**src/rtl/drnjm_pkg.sv**
```systemverilog
// Shared types and constants for the delta-R nearest-jet matcher.
`default_nettype none
package drnjm_pkg;

  localparam int ETA_W      = 14;
  localparam int PHI_W      = 13;
  localparam int DIST_W     = 29;
  localparam int OUT_IDX_W  = 6;
  localparam int PHI_PI     = 3217;
  localparam int PHI_TWO_PI = 6434;

  // Request codes carried on the input tuser.
  localparam logic REQ_LOAD  = 1'b0;
  localparam logic REQ_QUERY = 1'b1;

  typedef enum logic [1:0] {
    TOK_NONE  = 2'd0,
    TOK_LOAD  = 2'd1,
    TOK_QUERY = 2'd2
  } tok_kind_t;

  // One transaction as it travels down the row of cells.
  typedef struct packed {
    tok_kind_t                kind;
    logic                     first;
    logic signed [ETA_W-1:0]  eta;
    logic signed [PHI_W-1:0]  phi;
    logic                     ovf;
  } tok_t;

endpackage
`default_nettype wire

```
**src/rtl/drnjm_cell.sv**
```systemverilog
// One cell of the matcher row: holds one jet and updates the running best match.
`default_nettype none
module drnjm_cell #(
  parameter int IW      = 6,
  parameter int CELL_ID = 0
) (
  input  wire                            clk,
  input  wire                            rst,
  input  wire                            adv,
  input  drnjm_pkg::tok_t                tok_in,
  input  wire  [IW-1:0]                  idx_in,
  input  wire  [drnjm_pkg::DIST_W-1:0]   best_in,
  input  wire                            have_in,
  output drnjm_pkg::tok_t                tok_out,
  output logic [IW-1:0]                  idx_out,
  output logic [drnjm_pkg::DIST_W-1:0]   best_out,
  output logic                           have_out
);
  import drnjm_pkg::*;

  localparam logic [IW-1:0] MY_IDX = IW'(CELL_ID);

  logic signed [ETA_W-1:0] jeta;
  logic signed [PHI_W-1:0] jphi;
  logic                    jvalid;

  tok_t              s1_tok;
  logic [IW-1:0]     s1_idx;
  logic [DIST_W-1:0] s1_best;
  logic              s1_have;
  logic [DIST_W-1:0] s1_d;
  logic              s1_hit;

  logic signed [ETA_W:0]   de;
  logic signed [PHI_W:0]   dp_raw;
  logic signed [PHI_W:0]   dp_w;
  logic signed [PHI_W-1:0] dp;
  logic signed [2*ETA_W+1:0] de_sq;
  logic signed [2*PHI_W-1:0] dp_sq;
  logic [DIST_W-1:0]       d;
  logic                    load_here;
  logic                    better;

  always_comb begin
    de     = {tok_in.eta[ETA_W-1], tok_in.eta} - {jeta[ETA_W-1], jeta};
    dp_raw = {tok_in.phi[PHI_W-1], tok_in.phi} - {jphi[PHI_W-1], jphi};
    // A phi difference lies within two pi of the wrapped range, so one step suffices.
    if (dp_raw > (PHI_W+1)'(PHI_PI)) begin
      dp_w = dp_raw - (PHI_W+1)'(PHI_TWO_PI);
    end else if (dp_raw < -(PHI_W+1)'(PHI_PI)) begin
      dp_w = dp_raw + (PHI_W+1)'(PHI_TWO_PI);
    end else begin
      dp_w = dp_raw;
    end
    dp    = dp_w[PHI_W-1:0];
    de_sq = de * de;
    dp_sq = dp * dp;
    d     = de_sq[DIST_W-1:0] + DIST_W'(dp_sq[2*PHI_W-3:0]);
    load_here = (tok_in.kind == TOK_LOAD) && (idx_in == MY_IDX);
    better    = (s1_tok.kind == TOK_QUERY) && s1_hit && (!s1_have || (s1_d < s1_best));
  end

  always_ff @(posedge clk) begin
    if (rst) begin
      jvalid        <= 1'b0;
      s1_tok.kind   <= TOK_NONE;
      tok_out.kind  <= TOK_NONE;
    end else if (adv) begin
      if (tok_in.kind == TOK_LOAD) begin
        jvalid <= load_here || (jvalid && !tok_in.first);
      end
      s1_tok.kind  <= tok_in.kind;
      tok_out.kind <= s1_tok.kind;

      if (load_here) begin
        jeta <= tok_in.eta;
        jphi <= tok_in.phi;
      end
      s1_tok.first <= tok_in.first;
      s1_tok.eta   <= tok_in.eta;
      s1_tok.phi   <= tok_in.phi;
      s1_tok.ovf   <= tok_in.ovf;
      s1_idx       <= idx_in;
      s1_best      <= best_in;
      s1_have      <= have_in;
      s1_d         <= d;
      s1_hit       <= jvalid;

      tok_out.first <= s1_tok.first;
      tok_out.eta   <= s1_tok.eta;
      tok_out.phi   <= s1_tok.phi;
      tok_out.ovf   <= s1_tok.ovf;
      if (better) begin
        idx_out  <= MY_IDX;
        best_out <= s1_d;
        have_out <= 1'b1;
      end else begin
        idx_out  <= s1_idx;
        best_out <= s1_best;
        have_out <= s1_have;
      end
    end
  end

endmodule
`default_nettype wire

```
**config.mk**
```make
export PLATFORM = sky130hd
export DESIGN_NAME = drnjm_cell
export DESIGN_NICKNAME = d
export VERILOG_FILES = /design/src/rtl/drnjm_pkg.sv /design/src/rtl/drnjm_cell.sv
export SDC_FILE = /design/constraint.sdc
export NUM_CORES = 1
export LEC_CHECK = 0
export ABC_AREA = 1
export BUFFER_PORTS_ARGS = -buffer_cell sky130_fd_sc_hd__clkbuf_2
export CORE_MARGIN = 5
export CORE_UTILIZATION = 57
export DETAILED_ROUTE_END_ITERATION = 8
export HOLD_SLACK_MARGIN = 0.06
export PLACE_DENSITY = 0.83
export SYNTH_ARGS = -nofsm -noshare
export SYNTH_HDL_FRONTEND = slang
export SYNTH_SLANG_ARGS = --single-unit
export TNS_END_PERCENT = 10
```
**constraint.sdc**
```tcl
create_clock -name clk -period 13.4 [get_ports clk]
set_clock_uncertainty 0.1 [all_clocks]
set_input_delay 2.68 -clock clk [delete_from_list [all_inputs] [get_ports clk]]
set_output_delay 2.68 -clock clk [all_outputs]
set_load 0.01 [all_outputs]
```
==> results.json, run 1 <==
{
  "cp.arrival_ns": 13.04,
  "synth-edff-count": 187,
  "grt.met2_usage": 0.454,
  "relSlewSlack": 0.333,
  "synth_nets": 2848,
  "insertion_delay_ns": 0.47,
  "syn_area_per_cell_um2": 9.84,
  "crit_path_end_kind": "register",
  "setup_viol": 0,
  "hold_viol_final": 0,
  "antenna_left": 0,
  "viasPerCell": 5.30,
  "drv_slew": 0,
  "worstSetupPathType": "primary input to register",
  "grt_max_degree": 64,
  "cpMostUsedCell": "nand2_1",
  "period_share": 0.965,
  "cts-root-buf": "clkbuf_16",
  "ys_ff_latch": 192,
  "fillers": 2746,
  "placeableCoreArea_um2": 37800,
  "syn_to_final_growth_pct": 14.6,
  "max_cap_viol_count": 0,
  "finalWeightedCongestion": 0.985,
  "synthCells": 2225,
  "die-height_um": 206,
  "setup_tns_ns": 0,
  "synthArstFlopShare": 0,
  "cts_buffers": 17,
  "grt_overflow": 0,
  "antenna_found_initial": 0,
  "worst_slew_pin_slew_ns": 0.997,
  "rows": 71,
  "status": "finished clean",
  "fp.dieW_um": 206,
  "cp_data_required_time_ns": 13.51,
  "postLayoutSetupSlackWorst_ns": 0.465,
  "vias": 16000,
  "synth_cell_types": 50,
  "port_buffers": 136,
  "multi_input_area_um2": 14200,
  "nets": 3117,
  "design_area_um2": 25100,
  "holdPathStages": 0,
  "start_util": 0.580,
  "yosys_warnings": 0,
  "cts.sinks": 192,
  "hold-worst-slack_ns": 0.314,
  "met1_usage": 0.302,
  "final_common_cell": "inv_1",
  "cts.clk_slew.worst_paths_ns": 0.08,
  "dr.pass1.iters": 5,
  "critPathMaxStageDelay_ns": 0.56,
  "period_minus_slack_ns": 12.93,
  "hp-class": "register to register",
  "num_antenna_cells": 0,
  "grt_busiest_layer": "met2",
  "first_iter_violations": 892,
  "cp-start-kind": "primary input",
  "wire_per_inst_um": 17.2,
  "clk_path_buf_depth": 2,
  "grt_pass1_vias": 17600,
  "ff2ff_path_depth": 60,
  "drive_above_1_share": 0.175,
  "regArea_um2": 5720,
  "synth-seq-area-share": 0.261,
  "hpwl_um": 42500,
  "grtUsageMet3": 0.0428,
  "slowest_stage": "fa_1",
  "crit_fanout": 9,
  "placed_area_um2": 24100,
  "grt_pass1_wl_um": 85200,
  "synthFlopType": "edfxtp_1",
  "mostFrequentLayoutCells": "inv_1 (559), fa_1 (343), nand2_1 (264)",
  "tritoncts": "done",
  "io_pins": 137,
  "drt_wl_total_um": 51800,
  "rsz0062_at_grt": "yes",
  "htreeDepth": 4,
  "dpl_worst_slack_ns": -0.392,
  "synth_area_um2": 21900,
  "drc_errors": 0,
  "max_freq_ghz": 0.0773,
  "track_usage": 0.254,
  "die_area_um2": 42400
}
-- registers in the layout, indices dropped and copies added, names as in the netlist --
register / flops
s1_hit: 1
jvalid: 1
have_out: 1
s1_have: 1
s1_d: 29
best_out: 29
s1_idx: 6
jphi: 13
s1_best: 29
idx_out: 6
s1_tok: 31
jeta: 14
tok_out: 31
-- final timing paths --
| check | endpoint | start | slack (ns) |
|---|---|---|---|
| setup / recovery | s1_d[27]$_DFFE_PP_ | tok_in[1] | 0.47 |
| hold / removal | tok_out[1]$_DFFE_PP_ | s1_tok[1]$_DFFE_PP_ | 0.31 |
| setup reg to reg | s1_d[27]$_DFFE_PP_ | jphi[0]$_DFFE_PP_ | 2.42 |
| hold reg to reg | tok_out[1]$_DFFE_PP_ | s1_tok[1]$_DFFE_PP_ | 0.31 |
-- cells by family (layout without fill, tap and decap cells) --
logic type,after synthesis,after routing,synth area share
buffers and inverters,620,902,0.107
and+or+nand+nor,590,590,0.112
adders and majority gates,553,553,0.435
DFF,192,192,0.261
AOI/OAI and AO/OA,188,188,0.0483
xor gates and xnor gates,81,81,0.0362
muxes,1,1,0.000457
-- worst max-delay path, delay by kind of cell --
family | cells | cell delay (ns)
buf+inv | 14 | 1.09
compound gates | 7 | 1.12
xor+xnor | 2 | 0.32
fa+ha+maj | 14 | 5.47
simple gates | 25 | 2.33
-- per-stage QoR --
stage               cells   util
detailed placement   2978  0.638
floorplan            2225      -
global route         3018  0.665
finish               3018  0.665
global placement     2978  0.638
CTS                  3010  0.655
-- metal layers --
layer / wire [µm] / part of all wire
met1: 19500 / 0.38
met2: 26700 / 0.51
met3: 3480 / 0.067
met4: 2250 / 0.043
met5: 0 / 0
-- cell type report --
cell class	count	area share
clock buffers	18	0.0171
clock inverters	14	0.00773
inverters	596	0.0893
multi-input cells	1413	0.564
flip-flops and latches	192	0.228
well taps	511	0.0255
repair buffers	274	0.0687
-- timing repair --
action | CTS | global route
setup endpoints to repair | 0 | 11
resized for setup | 0 | 71
endpoints found under the hold margin | 0 | 0
hold buffers | 0 | 0
buffers inserted | 0 | 8
-- cell usage after synthesis, types with 9 or more instances --
master | n | area (µm²)
a21oi_1 | 111 | 556
clkbuf_1 | 16 | 60.1
edfxtp_1 | 187 | 5620
fa_1 | 348 | 6970
ha_1 | 205 | 2560
inv_1 | 562 | 2110
inv_2 | 28 | 105
nand2_1 | 277 | 1040
nand2_2 | 15 | 93.8
nand3_1 | 53 | 265
nor2_1 | 202 | 758
nor3_1 | 9 | 45.0
o21ai_0 | 31 | 155
xnor2_1 | 32 | 280
xor2_1 | 44 | 385
Power of run 1 is not shown: default switching activity piles up to over one toggle a cycle in this logic, so the estimate is an artifact.
==> run 2, diff against run 1 <==
==> constraint.sdc (replaced) <==
create_clock -name clk -period 13.4 [get_ports clk]
set_clock_uncertainty 0.1 [all_clocks]
set_input_delay 4.02 -clock clk [delete_from_list [all_inputs] [get_ports clk]]
set_output_delay 4.02 -clock clk [all_outputs]
set_load 0.01 [all_outputs]
==> results.json, run 2 (same netlist as run 1, synthesis figures left out) <==
{
  "clk_path_buf_depth": 2,
  "postLayoutSetupSlackWorst_ns": -0.807,
  "insertion_delay_ns": 0.46,
  "final_cells": 3174,
  "period_share": 1.06,
  "drt_wl_total_um": 54900,
  "setup_viol": 14,
  "grtUsageMet3": 0.0383,
  "hpwl_um": 43100,
  "grt_pass1_vias": 18300,
  "first_iter_violations": 1130,
  "crit_fanout": 6,
  "dr.pass1.iters": 5,
  "antenna_left": 0,
  "rows": 71,
  "start_util": 0.580,
  "cts_buffers": 17,
  "min-delay-start": "s1_tok[21]$_DFFE_PP_",
  "grt_overflow": 0,
  "crit_path_end_kind": "register",
  "hp-class": "register to register",
  "critPathMaxStageDelay_ns": 0.56,
  "rsz0062_at_grt": "yes",
  "antenna_found_initial": 0,
  "grt_max_degree": 73,
  "mostFrequentLayoutCells": "inv_1 (547), fa_1 (335), buf_4 (280)",
  "drc_errors": 0,
  "fillers": 2512,
  "final_common_cell": "inv_1",
  "worst_slew_pin_slew_ns": 1.03,
  "cp.arrival_ns": 14.31,
  "fp.dieW_um": 206,
  "cp-start-kind": "primary input",
  "port_buffers": 136,
  "finalWeightedCongestion": 0.936,
  "syn_to_final_growth_pct": 23.0,
  "num_antenna_cells": 0,
  "viasPerCell": 5.26,
  "cp_data_required_time_ns": 13.51,
  "wire_per_inst_um": 17.3,
  "grt_pass1_wl_um": 88000,
  "period_minus_slack_ns": 14.21,
  "die_area_um2": 42400,
  "nets": 3273,
  "cts-root-buf": "clkbuf_16",
  "cts.sinks": 192,
  "crit_family": "adder cells",
  "io_pins": 137,
  "reg2reg_from": "jphi[0]$_DFFE_PP_",
  "cts.clk_slew.worst_paths_ns": 0.07,
  "htreeDepth": 4,
  "worstSetupPathType": "primary input to register",
  "reg_top3": "s1_tok (31), tok_out (31)",
  "relSlewSlack": 0.309,
  "status": "finished with violations",
  "max_freq_ghz": 0.0704,
  "max_cap_viol_count": 0,
  "slowest_stage": "fa_1",
  "met1_usage": 0.309,
  "vias": 16700,
  "path_buf_inv": 9,
  "hold_viol_final": 0,
  "track_usage": 0.261,
  "drv_slew": 0,
  "dp.cells": 3102,
  "drive_above_1_share": 0.261,
  "violations": "negative setup slack",
  "grt.met2_usage": 0.479,
  "placeableCoreArea_um2": 37800,
  "tritoncts": "done",
  "die-height_um": 206,
  "grt_busiest_layer": "met2",
  "worstSetupStartpoint": "tok_in[1]"
}
run 2: changes by cell type in the layout (fill, tap and decap cells not counted), sizes merged:
| cell | delta |
|---|---|
| bufinv | -1 |
| clkinvlp | +2 |
| clkbuf | -2 |
| nand2 | +1 |
| buf | +156 |
| clkinv | +3 |
| inv | -3 |
run 2: through the flow:
| stage | utilization | hold slack, ns | instance area [µm²] | setup TNS [ns] | setup WS, ns |
|---|---|---|---|---|---|
| after floorplan | - | 0.300 | 22100 | -4.07 | -0.576 |
| after detailed placement | 0.670 | 0.305 | 25300 | -18.73 | -1.42 |
| after global routing | 0.713 | 0.332 | 26900 | -13.29 | -1.21 |
| after CTS | 0.699 | 0.321 | 26400 | -4.46 | -0.562 |
| after global placement | 0.670 | 0.301 | 25300 | -12.04 | -1.02 |
| final | 0.713 | 0.321 | 26900 | -7.58 | -0.807 |
run 2: cell type report:
| cell class | count | area, µm² | share of cell area |
|---|---|---|---|
| flip-flops and latches | 192 | 5720 | 0.212 |
| inverters | 596 | 2260 | 0.0838 |
| repair buffers | 429 | 2970 | 0.110 |
| clock buffers | 17 | 425 | 0.0158 |
| multi-input cells | 1414 | 14700 | 0.548 |
| well taps | 511 | 639 | 0.0237 |
| clock inverters | 15 | 175 | 0.00650 |
run 2: worst paths after layout:
kind | depth (start not counted) | endpoint | slack [ns]
hold reg to reg | 0 | tok_out[21]$_DFFE_PP_ | 0.32
setup reg to reg | 54 | s1_d[28]$_DFFE_PP_ | 2.40
setup / recovery | 56 | s1_d[28]$_DFFE_PP_ | -0.81
hold / removal | 0 | tok_out[21]$_DFFE_PP_ | 0.32
run 2: routing by layer:
metal  part of all wire  vias to the layer above  routed length (µm)
li1                   -                     7655                   -
met1               0.37                     8210               20500
met2               0.52                      657               28800
met3              0.059                      185                3240
met4              0.043                        0                2340
met5                  0                        -                   0
run 2: what timing repair did:
action / CTS / global route
cloned: 0 / 1
pin swaps: 61 / 72
gates resized for setup: 72 / 94
buffers inserted: 26 / 16
setup endpoints to repair: 17 / 20
hold buffers: 0 / 0
Power of run 2 is left out for the same reason.
==> run 3, diff against run 2 <==
ABC_AREA = not set   (was 1)
==> results.json, run 3 <==
{
  "dp.cells": 2919,
  "finalWeightedCongestion": 0.956,
  "antenna_left": 0,
  "violations": "negative setup slack",
  "antenna_found_initial": 0,
  "synth-compound-area-share": 0.0656,
  "port_buffers": 136,
  "grt_overflow": 0,
  "critPathMaxStageDelay_ns": 0.58,
  "yosys.area.top_type": "fa_1",
  "hold_viol_final": 0,
  "setup_viol": 17,
  "placeableCoreArea_um2": 37800,
  "period_minus_slack_ns": 15.03,
  "syn_area_per_cell_um2": 10.8,
  "synthArstFlopShare": 0,
  "synthTopCellsByArea": "fa_1 (32%), edfxtp_1 (26%), ha_1 (12%)",
  "synth_cell_types": 81,
  "synth_top_family_by_area": "adder cells",
  "postLayoutSetupSlackWorst_ns": -1.63,
  "synth-edff-count": 187,
  "cpMostUsedCell": "fa_1",
  "relSlewSlack": 0.345,
  "max_cap_viol_count": 0,
  "drv_slew": 0,
  "final_cells": 2986,
  "cts.sinks": 192,
  "synth_fa_ha_area_frac": 0.435,
  "fp.dieW_um": 206,
  "worst_slew_pin_slew_ns": 0.982,
  "holdPathStages": 0,
  "reg_top3": "s1_tok (31), tok_out (31)",
  "crit_cells": 51,
  "first_iter_violations": 792,
  "cts-root-buf": "clkbuf_16",
  "htreeDepth": 4,
  "synth.most_common_cell": "inv_1",
  "final_common_cell": "inv_1",
  "ys_ff_latch": 192,
  "clk_path_buf_depth": 2,
  "placed_area_um2": 25400,
  "hold-worst-slack_ns": 0.322,
  "vias": 15800,
  "rows": 71,
  "grt_pass1_vias": 17400,
  "hp-class": "register to register",
  "dpl_worst_slack_ns": -2.18,
  "cp_data_required_time_ns": 13.51,
  "ff2ff_path_depth": 49,
  "design_area_um2": 27000,
  "cts.clk_slew.worst_paths_ns": 0.07,
  "mostFrequentLayoutCells": "inv_1 (482), fa_1 (332), buf_4 (300)",
  "tritoncts": "done",
  "synth_area_um2": 21900,
  "cts_buffers": 17,
  "crit_fanout": 5,
  "crit_family": "adder cells",
  "viasPerCell": 5.29,
  "hpwl_um": 41800,
  "status": "finished with violations",
  "fillers": 2558,
  "cp-start-kind": "primary input",
  "cp.arrival_ns": 15.13,
  "period_share": 1.12,
  "drt_wl_total_um": 51800,
  "nets": 3085,
  "synthMuxAreaShare": 0.0168,
  "worstSetupPathType": "primary input to register",
  "drc_errors": 0,
  "syn_to_final_growth_pct": 23.3,
  "synth-seq-area-share": 0.261,
  "rsz0062_at_grt": "yes",
  "num_antenna_cells": 0,
  "die-height_um": 206,
  "insertion_delay_ns": 0.47,
  "synth_common_cells": "inv_1 (497), fa_1 (348), ha_1 (205)",
  "drive_above_1_share": 0.281,
  "grt_pass1_wl_um": 84000,
  "track_usage": 0.249,
  "grt_max_degree": 74,
  "yosys_warnings": 0,
  "synthXorXnorAreaFrac": 0.0408,
  "regArea_um2": 5720,
  "multi_input_area_um2": 15000,
  "crit_path_end_kind": "register",
  "yosys.area_share.simple": 0.0861,
  "wire_per_inst_um": 17.3,
  "synth_top_cell_area_share": 0.318,
  "synthCells": 2029,
  "dr.pass1.iters": 7,
  "path_buf_inv": 10,
  "die_area_um2": 42400,
  "synthFlopType": "edfxtp_1",
  "max_freq_ghz": 0.0666,
  "cts_hold_buf": 0,
  "io_pins": 137,
  "synth_nets": 2652,
  "start_util": 0.580,
  "slowest_stage": "fa_2"
}
[run 3: cell count changes after synthesis, sizes merged, moves of 26 or more]
cell,before,now
a21oi,112,51
inv,591,505
mux2,0,30
nand2,294,128
nand3,56,11
nor2,208,158
xnor2,32,67
xor2,49,23
[run 3: path summary, 6_finish.rpt]
| check | startpoint | to | slack (ns) |
|---|---|---|---|
| worst max-delay path | tok_in[1] | s1_d[28]$_DFFE_PP_ | -1.63 |
| worst min-delay path | s1_tok[1]$_DFFE_PP_ | tok_out[1]$_DFFE_PP_ | 0.32 |
| worst min register to register | s1_tok[1]$_DFFE_PP_ | tok_out[1]$_DFFE_PP_ | 0.32 |
| worst max register to register | jphi[0]$_DFFE_PP_ | s1_d[28]$_DFFE_PP_ | 1.62 |
[run 3: logic make-up after synthesis]
kind of cell,after synthesis
buf+inv,542
fa+ha+maj,553
simple gates,417
flops,192
xor+xnor,91
compound gates,201
mux,33
[run 3: per-layer routing]
| layer | track usage | share of wire |
|---|---|---|
| met2 | 0.452 | 0.53 |
| met5 | 0 | 0 |
| met1 | 0.305 | 0.39 |
| met4 | 0.0796 | 0.032 |
| met3 | 0.0388 | 0.052 |
[run 3: layout make-up]
class                   instances  share of cell area
multi-input cells            1295               0.557
flip-flops and latches        192               0.212
repair buffers                445               0.114
inverters                     511              0.0717
well taps                     511              0.0237
clock buffers                  17              0.0158
clock inverters                15             0.00598
[run 3: repair_timing]
action | CTS | global route
gates resized for setup | 27 | 122
setup endpoints to repair | 16 | 19
pin swaps | 10 | 82
setup buffers | 6 | 27
gates cloned | 0 | 2
[run 3: per-stage QoR]
stage,setup TNS (ns),util
detailed placement,-28.48,0.673
global placement,-24.60,0.673
finish,-18.77,0.715
floorplan,-13.26,-
CTS,-16.22,0.694
global route,-25.42,0.715
Power of run 3 is left out for the same reason.
